`src/design/hdbn_pkg.sv`:
```
// ----------------------------------------------------------------------------
// HDBn encoder package
// Shared constants and types for the HDBn bipolar line encoder.
// ----------------------------------------------------------------------------
package hdbn_pkg;

	// Default upper bound and lower bound of the code order.
	localparam int MAX_ORDER_DEF = 4;
	localparam int MIN_ORDER     = 2;

	// Reset value of the code order register.
	localparam logic [2:0] ORDER_RESET = 3'd3;

	// One line symbol as held in the output queue.
	typedef struct packed {
		logic last;
		logic pos;
		logic neg;
	} hdbn_sym_t;

	// Write request from the encoder core to the symbol queue.
	typedef struct packed {
		logic append;
		logic eom;
		logic pos;
		logic neg;
		logic bal_en;
	} hdbn_wr_t;

endpackage

```
`src/design/hdbn_encode.sv`:
```
// ----------------------------------------------------------------------------
// HDBn encoder core
// Mark and violation polarity tracking, zero run counting and the choice of
// how many held symbols are released for each bit.
// ----------------------------------------------------------------------------
module hdbn_encode #(
	parameter int MAX_ORDER = hdbn_pkg::MAX_ORDER_DEF,
	localparam int CW = $clog2(MAX_ORDER + 2)
) (
	input  logic              clk,
	input  logic              arst_n,
	input  logic              fire,
	input  logic              data_bit,
	input  logic              end_of_message,
	input  logic [2:0]        code_order,
	output hdbn_pkg::hdbn_wr_t wr,
	output logic [CW-1:0]     bal_off,
	output logic [CW-1:0]     commit_cnt
);
	import hdbn_pkg::*;

	logic          lm_q, lv_q;
	logic [CW-1:0] zr_q, fill_q;
	logic          lm_d, lv_d;
	logic [CW-1:0] zr_d, fill_d;
	logic [CW-1:0] ord, zr1, f1;
	logic          vpos, sym_pos, sym_neg, bal;

	// Saturate the configured order to the supported range.
	always_comb begin
		if (code_order < 3'(MIN_ORDER)) begin
			ord = CW'(MIN_ORDER);
		end else if (int'(code_order) > MAX_ORDER) begin
			ord = CW'(MAX_ORDER);
		end else begin
			ord = CW'(code_order);
		end
	end

	always_comb begin
		lm_d    = lm_q;
		lv_d    = lv_q;
		zr_d    = zr_q;
		sym_pos = 1'b0;
		sym_neg = 1'b0;
		bal     = 1'b0;
		zr1     = zr_q + CW'(1);
		vpos    = ~lv_q;
		f1      = fill_q + CW'(1);
		if (data_bit) begin
			zr_d    = '0;
			lm_d    = ~lm_q;
			sym_pos = ~lm_q;
			sym_neg = lm_q;
		end else if (zr1 > ord) begin
			// Run of order+1 zeros: violation, with a balancing pulse when the last
			// mark has the polarity of the previous violation and the run's first zero is held.
			sym_pos = vpos;
			sym_neg = ~vpos;
			if ((lm_q == lv_q) && (fill_q >= ord)) begin
				bal  = 1'b1;
				lm_d = vpos;
			end
			lv_d = vpos;
			zr_d = '0;
		end else begin
			zr_d = zr1;
		end

		if (end_of_message) begin
			commit_cnt = f1;
			fill_d     = '0;
			lm_d       = 1'b0;
			lv_d       = 1'b0;
			zr_d       = '0;
		end else if (f1 > ord) begin
			commit_cnt = f1 - ord;
			fill_d     = ord;
		end else begin
			commit_cnt = '0;
			fill_d     = f1;
		end
	end

	assign bal_off   = fill_q - ord;
	assign wr.append = fire;
	assign wr.eom    = end_of_message;
	assign wr.pos    = sym_pos;
	assign wr.neg    = sym_neg;
	assign wr.bal_en = bal;

	always_ff @(posedge clk or negedge arst_n) begin
		if (!arst_n) begin
			lm_q   <= 1'b0;
			lv_q   <= 1'b0;
			zr_q   <= '0;
			fill_q <= '0;
		end else if (fire) begin
			lm_q   <= lm_d;
			lv_q   <= lv_d;
			zr_q   <= zr_d;
			fill_q <= fill_d;
		end
	end

endmodule

```
`src/design/hdbn_queue.sv`:
```
// ----------------------------------------------------------------------------
// HDBn symbol queue
// Shift queue of line symbols. The head part is released for output, the
// tail part is still held so that a balancing pulse can be written back.
// ----------------------------------------------------------------------------
module hdbn_queue #(
	parameter int MAX_ORDER = hdbn_pkg::MAX_ORDER_DEF,
	localparam int CW = $clog2(MAX_ORDER + 2),
	localparam int D  = 2 * (MAX_ORDER + 1),
	localparam int NW = $clog2(D + 1),
	localparam int IW = $clog2(D)
) (
	input  logic               clk,
	input  logic               arst_n,
	input  hdbn_pkg::hdbn_wr_t wr,
	input  logic [CW-1:0]      bal_off,
	input  logic [CW-1:0]      commit_cnt,
	output logic               ready,
	output logic               out_valid,
	input  logic               out_stall,
	output logic               positive_pulse,
	output logic               negative_pulse,
	output logic               last_symbol
);
	import hdbn_pkg::*;

	hdbn_sym_t     q_q [D];
	hdbn_sym_t     q_d [D];
	logic [NW-1:0] n_q, c_q, ns, cs, bi, n_d, c_d;
	logic          pop;

	assign out_valid      = (c_q != '0);
	assign pop            = out_valid & ~out_stall;
	assign ns             = n_q - NW'(pop);
	assign cs             = c_q - NW'(pop);
	assign ready          = (ns != NW'(D));
	assign bi             = cs + NW'(bal_off);
	assign positive_pulse = q_q[0].pos;
	assign negative_pulse = q_q[0].neg;
	assign last_symbol    = q_q[0].last;

	always_comb begin
		for (int i = 0; i < D; i++) begin
			if (!pop) begin
				q_d[i] = q_q[i];
			end else if (i == D - 1) begin
				q_d[i] = '0;
			end else begin
				q_d[i] = q_q[i + 1];
			end
		end
		n_d = ns;
		c_d = cs;
		if (wr.append) begin
			q_d[ns[IW-1:0]] = '{last: wr.eom, pos: wr.pos, neg: wr.neg};
			// The balancing pulse goes back into the still held part.
			if (wr.bal_en) begin
				q_d[bi[IW-1:0]].pos = wr.pos;
				q_d[bi[IW-1:0]].neg = wr.neg;
			end
			n_d = ns + NW'(1);
			c_d = cs + NW'(commit_cnt);
		end
	end

	always_ff @(posedge clk) begin
		for (int i = 0; i < D; i++) begin
			q_q[i] <= q_d[i];
		end
	end

	always_ff @(posedge clk or negedge arst_n) begin
		if (!arst_n) begin
			n_q <= '0;
			c_q <= '0;
		end else begin
			n_q <= n_d;
			c_q <= c_d;
		end
	end

endmodule

```
`src/design/hdbn_line_encoder_top.sv`:
```
// ----------------------------------------------------------------------------
// HDBn line encoder
// Encodes a bit stream into HDBn bipolar pulses, order 2 to MAX_ORDER.
// ----------------------------------------------------------------------------
//  Channel  Handshake            Payload
//  input    in_valid/in_stall    data_bit, end_of_message
//  output   out_valid/out_stall  positive_pulse, negative_pulse, last_symbol
//  config   cfg_valid/cfg_ready  code_order
//
// One bit is taken per clock unless the input stalls. A bit waits in the
// input register before the encoder core, and its symbols leave the queue one
// per clock, so with a free output the throughput is one symbol per cycle; an
// end-of-message flush releases up to MAX_ORDER+1 symbols that drain one per cycle.
// Reset clears the polarities, the zero run and the queue counts.
// A stalled output fills the queue; the input stalls when it is full.
// ----------------------------------------------------------------------------
module hdbn_line_encoder_top #(
	parameter int MAX_ORDER = hdbn_pkg::MAX_ORDER_DEF
) (
	input  logic       clk,
	input  logic       arst_n,
	input  logic       in_valid,
	output logic       in_stall,
	input  logic       data_bit,
	input  logic       end_of_message,
	output logic       out_valid,
	input  logic       out_stall,
	output logic       positive_pulse,
	output logic       negative_pulse,
	output logic       last_symbol,
	input  logic       cfg_valid,
	output logic       cfg_ready,
	input  logic [2:0] code_order
);
	import hdbn_pkg::*;

	localparam int CW = $clog2(MAX_ORDER + 2);

	logic          valid_s1, data_bit_s1, eom_s1;
	logic [2:0]    code_order_q;
	logic          q_ready, fire;
	hdbn_wr_t      wr;
	logic [CW-1:0] bal_off, commit_cnt;

	assign cfg_ready = 1'b1;
	assign fire      = valid_s1 & q_ready;
	assign in_stall  = valid_s1 & ~q_ready;

	always_ff @(posedge clk or negedge arst_n) begin
		if (!arst_n) begin
			code_order_q <= ORDER_RESET;
		end else if (cfg_valid && cfg_ready) begin
			code_order_q <= code_order;
		end
	end

	always_ff @(posedge clk or negedge arst_n) begin
		if (!arst_n) begin
			valid_s1 <= 1'b0;
		end else if (!in_stall) begin
			valid_s1 <= in_valid;
		end
	end

	always_ff @(posedge clk) begin
		if (!in_stall) begin
			data_bit_s1 <= data_bit;
			eom_s1      <= end_of_message;
		end
	end

	hdbn_encode #(.MAX_ORDER(MAX_ORDER)) u_encode (
		.clk           (clk),
		.arst_n        (arst_n),
		.fire          (fire),
		.data_bit      (data_bit_s1),
		.end_of_message(eom_s1),
		.code_order    (code_order_q),
		.wr            (wr),
		.bal_off       (bal_off),
		.commit_cnt    (commit_cnt)
	);

	hdbn_queue #(.MAX_ORDER(MAX_ORDER)) u_queue (
		.clk           (clk),
		.arst_n        (arst_n),
		.wr            (wr),
		.bal_off       (bal_off),
		.commit_cnt    (commit_cnt),
		.ready         (q_ready),
		.out_valid     (out_valid),
		.out_stall     (out_stall),
		.positive_pulse(positive_pulse),
		.negative_pulse(negative_pulse),
		.last_symbol   (last_symbol)
	);

	// A request held in the input register is not lost while the queue is full.
	a_hold_s1: assert property (@(posedge clk) disable iff (!arst_n)
		in_stall |=> valid_s1 && $stable(data_bit_s1) && $stable(eom_s1))
		else $error("input register lost a stalled request");

	// A symbol is never both polarities.
	a_one_polarity: assert property (@(posedge clk) disable iff (!arst_n)
		out_valid |-> !(positive_pulse && negative_pulse))
		else $error("symbol with both polarities");

	// Symbols are released only by a bit entering the encoder core.
	a_release: assert property (@(posedge clk) disable iff (!arst_n)
		$rose(out_valid) |-> $past(fire))
		else $error("output became valid without an encoded bit");

endmodule

```
`config.mk`:
```
export PLATFORM = sky130hd
export DESIGN_NAME = hdbn_line_encoder_top
export DESIGN_NICKNAME = d
export VERILOG_FILES = /design/src/design/hdbn_pkg.sv /design/src/design/hdbn_encode.sv /design/src/design/hdbn_queue.sv /design/src/design/hdbn_line_encoder_top.sv
export SDC_FILE = /design/constraint.sdc
export NUM_CORES = 1
export LEC_CHECK = 0
export CAP_MARGIN = 10
export CORE_MARGIN = 2
export CORE_UTILIZATION = 55
export CTS_CLUSTER_DIAMETER = 200
export DETAILED_ROUTE_END_ITERATION = 16
export DONT_BUFFER_PORTS = 1
export PLACE_DENSITY = 0.73
export SLEW_MARGIN = 25
export SYNTH_ARGS = -nofsm -noshare
export SYNTH_HDL_FRONTEND = slang
export SYNTH_HIERARCHICAL = 1
export SYNTH_SLANG_ARGS = --single-unit
export TNS_END_PERCENT = 1
```
`constraint.sdc`:
```
create_clock -name clk -period 5.15 [get_ports clk]
set_input_delay 0.2575 -clock clk [delete_from_list [all_inputs] [get_ports clk]]
set_output_delay 0.2575 -clock clk [all_outputs]
set_load 0.02 [all_outputs]
```
---- Yosys cells after proc, flatten, opt, wreduce, memory -nomap -nowiden ----
Memory sizes are Yosys's and may differ from the RTL's.
Cells that the tools add are included.
W data, S select, Z words.
storage, ports and cells
  register bits ........................... 22
  bits in writable memories ............... 30
  logic and storage cells ................. 96
  memories kept ........................... 1
memory list
  name         words  bits a word  read ports  clocked after Yosys merged registers in  wr ports  RTL line          RTL
  u_queue.q_q  10     3            10          0                                        10        hdbn_queue.sv:27  hdbn_sym_t q_q [D];
cells by class
  add/subtract/negate cells ............... 9
  magnitude comparators ................... 9
  eq/ne operators ......................... 3
  mux-type cells .......................... 46
  bitwise operators ....................... 9
  reduce and logical (&&, ||, !) cells .... 9
operators with widths
  kind                   number
  $bwmux W30             3
  $mux W3                20
  $mux W30               2
  $demux W3 S4           3
  $mux W1                15
  $ge A5 B5 Y1 const B   2
  $lt A5 B1 Y1 const B   2
  $not A4 Y5             2
  $add A4 B3 Y4          2
  $mux W4                2
  $sub A4 B1 Y4          2
  $add A3 B1 Y3 const B  2
  $gt A3 B3 Y1           2
  $reduce_and A3 Y1      2
  $reduce_bool A3 Y1     2
  $sub A3 B3 Y3          2
  $add A4 B1 Y4 const B  1
  $ne A4 B4 Y1 const B   1
  $not A1 Y1             4
  $reduce_bool A4 Y1     1
  $and A1 B1 Y1          3
  $ge A3 B3 Y1           1
  $gt A3 B3 Y1 const B   1
  $logic_and A1 B1 Y1    3
  other kinds (5)        5

---- Longest topological paths before layout ----
Gate-level depths: netlist of run 1.
  depth in word-level cells ............... 14
  mapped depth ............................ 19
  depth with buffers taken out ............ 15

---- By module ----
The synthesis of run 1 kept the hierarchy.
by module, submodules not included
  module                 times used  cells an instance  area each (µm²)  sequential area each (µm²)
  hdbn_queue             1           340                3034.2           800.8
  hdbn_encode            1           101                873.3            200.2
  hdbn_line_encoder_top  1           15                 230.2            162.7

---- Least setup slack after synthesis of run 1 ----
OpenSTA, ideal clock, no wires.
  kind .................................... flip-flop to flip-flop
  start ................................... register u_queue.c_q[1]
  end ..................................... memory u_queue/q_q[8][0] in the netlist's numbering
  setup time .............................. 0.118 ns
  arrival time ............................ 3.613 ns
  slack ................................... 1.420 ns
  stages on the path, launching flop included .. 19
  path buffers ............................ 4
  period minus slack after synthesis ...... 3.730 ns
  cells stage by stage .................... dfrtp_1 > nor4_4 > inv_2 > nand2_2 > inv_4 > buf_6 > ha_1 > ha_1 > inv_1 > ha_1 > buf_1 > nand2_1 > and2_1 > buf_4 > clkbuf_1 > nand2_1 > or2_2 > o221ai_1 > nor2_1
RTL lines
  element                   RTL line          RTL
  start: declaration        hdbn_queue.sv:29  logic [NW-1:0] n_q, c_q, ns, cs, bi, n_d, c_d;
  start signal: assignment  hdbn_queue.sv:75  c_q <= '0;
  start signal: assignment  hdbn_queue.sv:78  c_q <= c_d;
  end: declaration          hdbn_queue.sv:27

==> metrics.yaml, run 1 <==
status: "finished, final reports clean"
vdd_drop_max_mv: 0.340
post_synth_instance_area_um2: 4140
path_cells: "nor4_4, inv_2, nand2_2, inv_4, ha_1, nor3b_4, nand2b_1, ha_1, xor2_1, a2111oi_0, mux2i_2, o211ai_1, nor3b_2"
drv_slew: 0
r2r_end: "u_queue/q_q[7][1]$_DFF_P_"
min_from: "end_of_message"
arrival_ps: 4770
p_leak_nw: 1.67
cts.sinks: 52
grt_usage: 0.230
setup_viol: 0
hpwl_mm: 6.82
post_cts_buffers: 0
antenna_left: 0
endpoint_kind: "flip-flop"
setup-tns-final_ps: 0
worstMarginPinSlew_ps: 926
io_buffers: 0
async_reset_ff_frac: 0.385
reg2reg_depth: 13
vias_per_cell: 6.24
cts_max_path_buffers: 2
min_period_ps: 4550
combPwrFrac: 0.661
crit_path_frequent_cell: "ha_1"
synth_nets: 495
route.vias.total: 3353
drt_iter0_drc: 227
wl_mm: 9.13
multiInputGateArea_um2: 2700
power.share.clock: 0.085
clk_latency_ps: 310
synth.distinct_cells: 73
final_cells: 537
synth_cells: 456
drv_cap: 0
critPathKind: "reg2reg"
core_um2: 7250
slew-limit-headroom: 0.381
avgRoutedWirePerCell_um: 17.0
r2r_start: "u_queue/c_q[1]$_DFF_PN0_"
max_freq_ghz: 0.220
drc_errors: 0
seqCellArea_um2: 1160
p_sw_mw: 1.46
antenna_found_initial: 0
yosysSeqAreaShare: 0.281
worstPathRequired_ps: 5360
fin_crit_sh: 0.884
avgSynthCellArea_um2: 9.07
cpLargestDelayFamily: "simple AND/OR/NAND/NOR gates"
first_pass_iters: 5
path_clk_slew_ps: 100
hold_viol: 0
synth_edf_count: 2
whs_path_depth: 0
power_mw: 2.86
seq_power_share: 0.253
area_growth_pct: 2.21
power.density_nw_per_um2: 676
die_h_um: 90.7
crit_path_top_delay_cell: "ha_1"
num_io_pins: 16
cts-htree-levels: 2
crit_fanout: 21
die_x_um: 90.7
synth_flop_cell: "dfxtp_1"
worst_hold_path_type: "in2reg"
grt_pass1_vias: 3245
grt_max_degree: 24
dieArea_um2: 8230
fin_nets: 476
cts_tree: "yes"
dp_cells: 527
cts_buffers: 5
drive_above_1_share: 0.151
hold_path_end: "eom_s1$_DFFE_PN_"
critPathMaxStageDelay_ps: 650
ys.warnings.count: 6
worstSetupStartpointType: "flip-flop"
rsz0062_at_grt: "no"
ys_ff_latch: 52
start_util: 0.570
p_int_mw: 1.40
r2r_slack_ps: 600
path_buf_inv: 2
switching_share: 0.511
gp_congestion: 0.904
clockRootBuffer: "clkbuf_8"
diodes: 0
clock_skew_ps: 10.6
fill_cells: 644
rows: 31
overflow: 0
grt_pass1_wl_mm: 15.7
-- cells in the mapped netlist, types with 7 or more instances --
cell type | instances | share of area
nand2_1 | 40 | 0.036
dfxtp_1 | 30 | 0.15
nand3_1 | 29 | 0.035
nor2_1 | 29 | 0.026
inv_1 | 27 | 0.024
ha_1 | 25 | 0.076
o21ai_0 | 19 | 0.023
dfrtp_1 | 18 | 0.11
mux2i_1 | 14 | 0.034
clkbuf_1 | 13 | 0.012
o2bb2ai_1 | 12 | 0.025
o211ai_1 | 10 | 0.018
xor2_1 | 10 | 0.021
nor3b_2 | 9 | 0.027
o2111a_1 | 9 | 0.024
o221ai_1 | 9 | 0.019
mux2i_2 | 8 | 0.027
a211oi_1 | 7 | 0.013
buf_2 | 7 | 0.0085
buf_4 | 7 | 0.013
nand2b_1 | 7 | 0.011
-- metrics by stage --
stage / worst slack (ps) / utilization / hold WS, ps / cell area, µm²
final: 597 / 0.583 / 37.1 / 4230
after global routing: 128 / 0.583 / 16.8 / 4230
after CTS: 605 / 0.582 / 29.7 / 4220
after detailed placement: 659 / 0.569 / -37.6 / 4120
after global placement: 802 / 0.569 / -37.6 / 4120
after floorplan: 1420 / - / -38.1 / 4140
-- final cells by class --
cell class / instances / share of cell area
inverter: 31 / 0.0281
sequential: 52 / 0.275
tap: 99 / 0.0293
timing repair buffer: 5 / 0.00888
clock buffer: 5 / 0.0163
multi-input combinational: 342 / 0.637
clock inverter: 3 / 0.00503
-- timing repair --
item | 4_1_cts | 5_1_grt
hold buffers | 1 | 1
resized for setup | 0 | 0
hold endpoints to repair | 20 | 18
-- layout by cell type, fill, tap and decap left out, drive strengths merged, types with 5 or more instances in the layout --
| cell | n |
|---|---|
| a41o | 5 |
| nor2 | 29 |
| nand2 | 41 |
| nor3 | 6 |
| a2111oi | 8 |
| o211ai | 10 |
| a21oi | 7 |
| xnor2 | 7 |
| nand3 | 30 |
| ha | 25 |
| nand2b | 7 |
| dfxtp | 30 |
| inv | 32 |
| xor2 | 11 |
| a211oi | 10 |
| mux2 | 5 |
| o221ai | 9 |
| dfrtp | 18 |
| or2 | 5 |
| mux2i | 22 |
| o21ai | 21 |
| o31ai | 5 |
| a31oi | 6 |
| o2bb2ai | 12 |
| nor3b | 11 |
| clkbuf | 5 |
| o2111a | 9 |
-- cells by family after synthesis --
group,synth area share
adders and majority gates,0.0950
buffers and inverters,0.0674
xor gates and xnor gates,0.0463
AOI/OAI and AO/OA,0.239
muxes,0.0741
other,0.000906
and+or+nand+nor,0.196
DFF,0.281
-- power groups by stage --
stage	clock network (mW)	logic [mW]	registers, mW
after CTS	0.249	1.88	0.723
after detailed placement	0	1.86	0.732
after global placement	0	1.81	0.729
after floorplan	0	1.59	0.672
after global routing	0.264	2.10	0.746
final	0.244	1.89	0.725
-- worst max-delay path by stage --
stage | startpoint | endpoint | cells after the start
final | u_queue/c_q[1]$_DFF_PN0_ | u_queue/q_q[7][1]$_DFF_P_ | 13
after global routing | u_queue/c_q[1]$_DFF_PN0_ | u_queue/q_q[7][1]$_DFF_P_ | 13
after detailed placement | u_queue/c_q[1]$_DFF_PN0_ | u_queue/q_q[9][1]$_DFF_P_ | 13
after global placement | u_queue/c_q[1]$_DFF_PN0_ | u_queue/q_q[7][1]$_DFF_P_ | 13
after floorplan | u_queue/c_q[1]$_DFF_PN0_ | u_queue/q_q[8][0]$_DFF_P_ | 18
after CTS | u_queue/c_q[1]$_DFF_PN0_ | u_queue/q_q[9][1]$_DFF_P_ | 13
-- registers in the layout, indices dropped and copies added (netlist names), 3 cells and up --
name and cells:
u_queue/q_q 30, u_queue/c_q 4, u_encode/zr_q 3, u_encode/fill_q 3, code_order_q 3, u_queue/n_q 4
-- routing by layer --
layer	track usage	up-vias	wire length (µm)
met5	0	-	0
met4	0.0551	0	83
met3	0.0384	8	409
met2	0.378	97	4360
met1	0.315	1601	4280
li1	-	1647	-
No activity file was read; power rests on OpenSTA's default activity.
==> run 2: changes to the inputs <==
ABC_AREA = 1   (was default)
SLEW_MARGIN = 20   (was 25)
==> run 2 against run 1 <==
  * Clock skew about the same
  * Non-clock buffer count decreased by 2
  * Utilization increased by 0.73 points
  * Global-route usage increased by 0.66 points
  * Critical path type unchanged
  * Largest cell class unchanged
==> metrics.yaml, run 2 <==
status: "finished, final reports clean"
vdd_drop_max_mv: 0.285
cts_resized: 0
post_synth_instance_area_um2: 3410
diodes: 0
reg2reg_depth: 15
cts-htree-levels: 2
cpLargestDelayFamily: "simple AND/OR/NAND/NOR gates"
num_io_pins: 16
crit_fanout: 31
r2r_start: "u_queue/c_q[1]$_DFF_PN0_"
rows: 28
path_cells: "nor2_2, nand3_1, nand2_2, inv_2, ha_1, ha_1, inv_1, ha_1, nand2_1, nand2_1, inv_1, inv_1, or2_2, a21oi_1, a21oi_1"
cts.sinks: 52
synth_nets: 520
min_from: "code_order[0]"
clock_skew_ps: 10.3
overflow: 0
drive_above_1_share: 0.0738
clockRootBuffer: "clkbuf_8"
synth_edf_count: 2
dieArea_um2: 6840
hold_viol: 0
area_growth_pct: 3.23
whs_path_depth: 2
drc_errors: 0
die_h_um: 82.7
p_leak_nw: 1.81
clk_latency_ps: 310
setup-tns-final_ps: 0
worstSetupStartpointType: "flip-flop"
async_reset_ff_frac: 0.385
synthTopCellsByArea: "nand2_1 20%, dfxtp_1 18%, dfrtp_1 13%"
r2r_end: "u_queue/q_q[8][0]$_DFF_P_"
largestRegisters: "u_queue/q_q x30, u_queue/c_q x4, u_queue/n_q x4"
fin_nets: 512
route.vias.total: 2918
final_common_cell: "nand2_1"
r2r_slack_ps: 890
ys.warnings.count: 6
grt_pass1_vias: 2789
path_buf_inv: 4
fin_crit_sh: 0.827
yosysMostFrequentCell: "nand2_1"
avgRoutedWirePerCell_um: 12.9
cts_buffers: 5
hpwl_mm: 5.27
arrival_ps: 4470
cts_tree: "yes"
fill_cells: 590
worstMarginPinSlew_ps: 807
largest_register_ffs: 30
grt_pass1_wl_mm: 12.5
grt_max_degree: 32
ys_ff_latch: 52
critPathKind: "reg2reg"
die_x_um: 82.7
antenna_found_initial: 0
drv_slew: 0
cts_max_path_buffers: 2
io_buffers: 0
worst_hold_path_type: "in2reg"
largest_register: "u_queue/q_q"
synth_flop_cell: "dfxtp_1"
drt_iter0_drc: 174
max_freq_ghz: 0.235
path_clk_slew_ps: 100
power_mw: 2.25
gp_congestion: 0.873
wl_mm: 7.08
worstPathRequired_ps: 5360
vias_per_cell: 5.32
avgSynthCellArea_um2: 7.08
critPathMaxStageDelay_ps: 540
core_um2: 5960
synth_top_area_cell: "nand2_1"
crit_path_top_delay_cell: "nand2_2"
antenna_left: 0
layout_common_cells: "179 x nand2_1, 46 x inv_1, 46 x nand3_1, 30 x o21ai_0, 30 x dfxtp_1"
drv_cap: 0
synth_top_area_share: 0.197
slew-limit-headroom: 0.462
synth_common_cells: "179 x nand2_1, 46 x inv_1, 46 x nand3_1, 30 x dfxtp_1, 30 x o21ai_0"
synth.distinct_cells: 35
start_util: 0.572
endpoint_kind: "flip-flop"
yosysSeqAreaShare: 0.342
setup_viol: 0
hold_path_end: "code_order_q[0]$_DFFE_PN1P_"
min_period_ps: 4260
synth_cells: 481
first_pass_iters: 4
grt_usage: 0.236
rsz0062_at_grt: "no"
power.density_nw_per_um2: 639
## run 2: cell count changes after synthesis, sizes merged, moves of 11 or more
cell | previous run | this run
o21ai | 21 | 32
nand3 | 30 | 48
nor2 | 29 | 12
mux2i | 22 | 1
nand2 | 41 | 187
nor3b | 11 | 0
inv | 30 | 51
o2bb2ai | 12 | 0
a21oi | 7 | 24
clkbuf | 14 | 2
## run 2: how the worst max path moves through the flow
stage | startpoint | to | cells past startpoint
floorplan | u_queue/c_q[1]$_DFF_PN0_ | u_queue/q_q[1][0]$_DFF_P_ | 19
CTS | u_queue/c_q[1]$_DFF_PN0_ | u_queue/q_q[8][0]$_DFF_P_ | 15
global placement | u_queue/c_q[1]$_DFF_PN0_ | u_queue/q_q[4][0]$_DFF_P_ | 15
global route | u_queue/c_q[1]$_DFF_PN0_ | u_queue/q_q[7][2]$_DFF_P_ | 17
detailed placement | u_queue/c_q[1]$_DFF_PN0_ | u_queue/q_q[7][2]$_DFF_P_ | 17
finish | u_queue/c_q[1]$_DFF_PN0_ | u_queue/q_q[8][0]$_DFF_P_ | 15
## run 2: stage by stage
stage	area (µm²)	hold WS (ps)	cells	worst slack, ps	utilization
2_1_floorplan	3410	-38.1	481	1810	-
3_3_place_gp	3410	-37.6	539	1030	0.572
3_5_place_dp	3410	-37.7	539	881	0.572
4_1_cts	3510	18.0	548	852	0.589
5_1_grt	3520	23.7	549	489	0.590
6_report	3520	28.7	549	892	0.590
## run 2: cell type report
cell class	count	area, µm²	area share
clock buffer	7	86.3	0.0246
clock inverter	1	8.76	0.00249
inverter	51	191	0.0544
multi-input combinational	360	1950	0.554
sequential	52	1160	0.331
tap	75	93.8	0.0267
timing repair buffer	3	22.5	0.00641
## run 2: repair_timing
| item | 4_1_cts | 5_1_grt |
|---|---|---|
| buffers inserted | 0 | 0 |
| hold endpoints to repair | 20 | 18 |
| hold buffers | 1 | 1 |
## run 2: layer usage
layer	up-vias	global-route usage	wire, µm
met1	1324	0.335	3560
met4	0	0.0672	121
met2	68	0.372	3090
met3	11	0.0391	311
met5	-	0	0
li1	1515	-	-
## run 2: report_power, final
group          total (mW)  internal, mW  switching, mW
clock network       0.251         0.111          0.140
logic                1.34         0.461          0.883
registers           0.651         0.555         0.0959
## run 2: cell families (layout without fill, tap and decap cells)
kind of cell	count (synthesis)	count (layout)	synth area share
buffers and inverters	69	62	0.0860
other	1	1	0.00110
adder cells (fa/ha/maj)	29	29	0.115
XOR/XNOR	13	13	0.0378
multiplexers	1	1	0.00294
AND/OR/NAND/NOR	258	258	0.327
AO/OA/AOI/OAI	58	58	0.0878
flip-flops	52	52	0.342
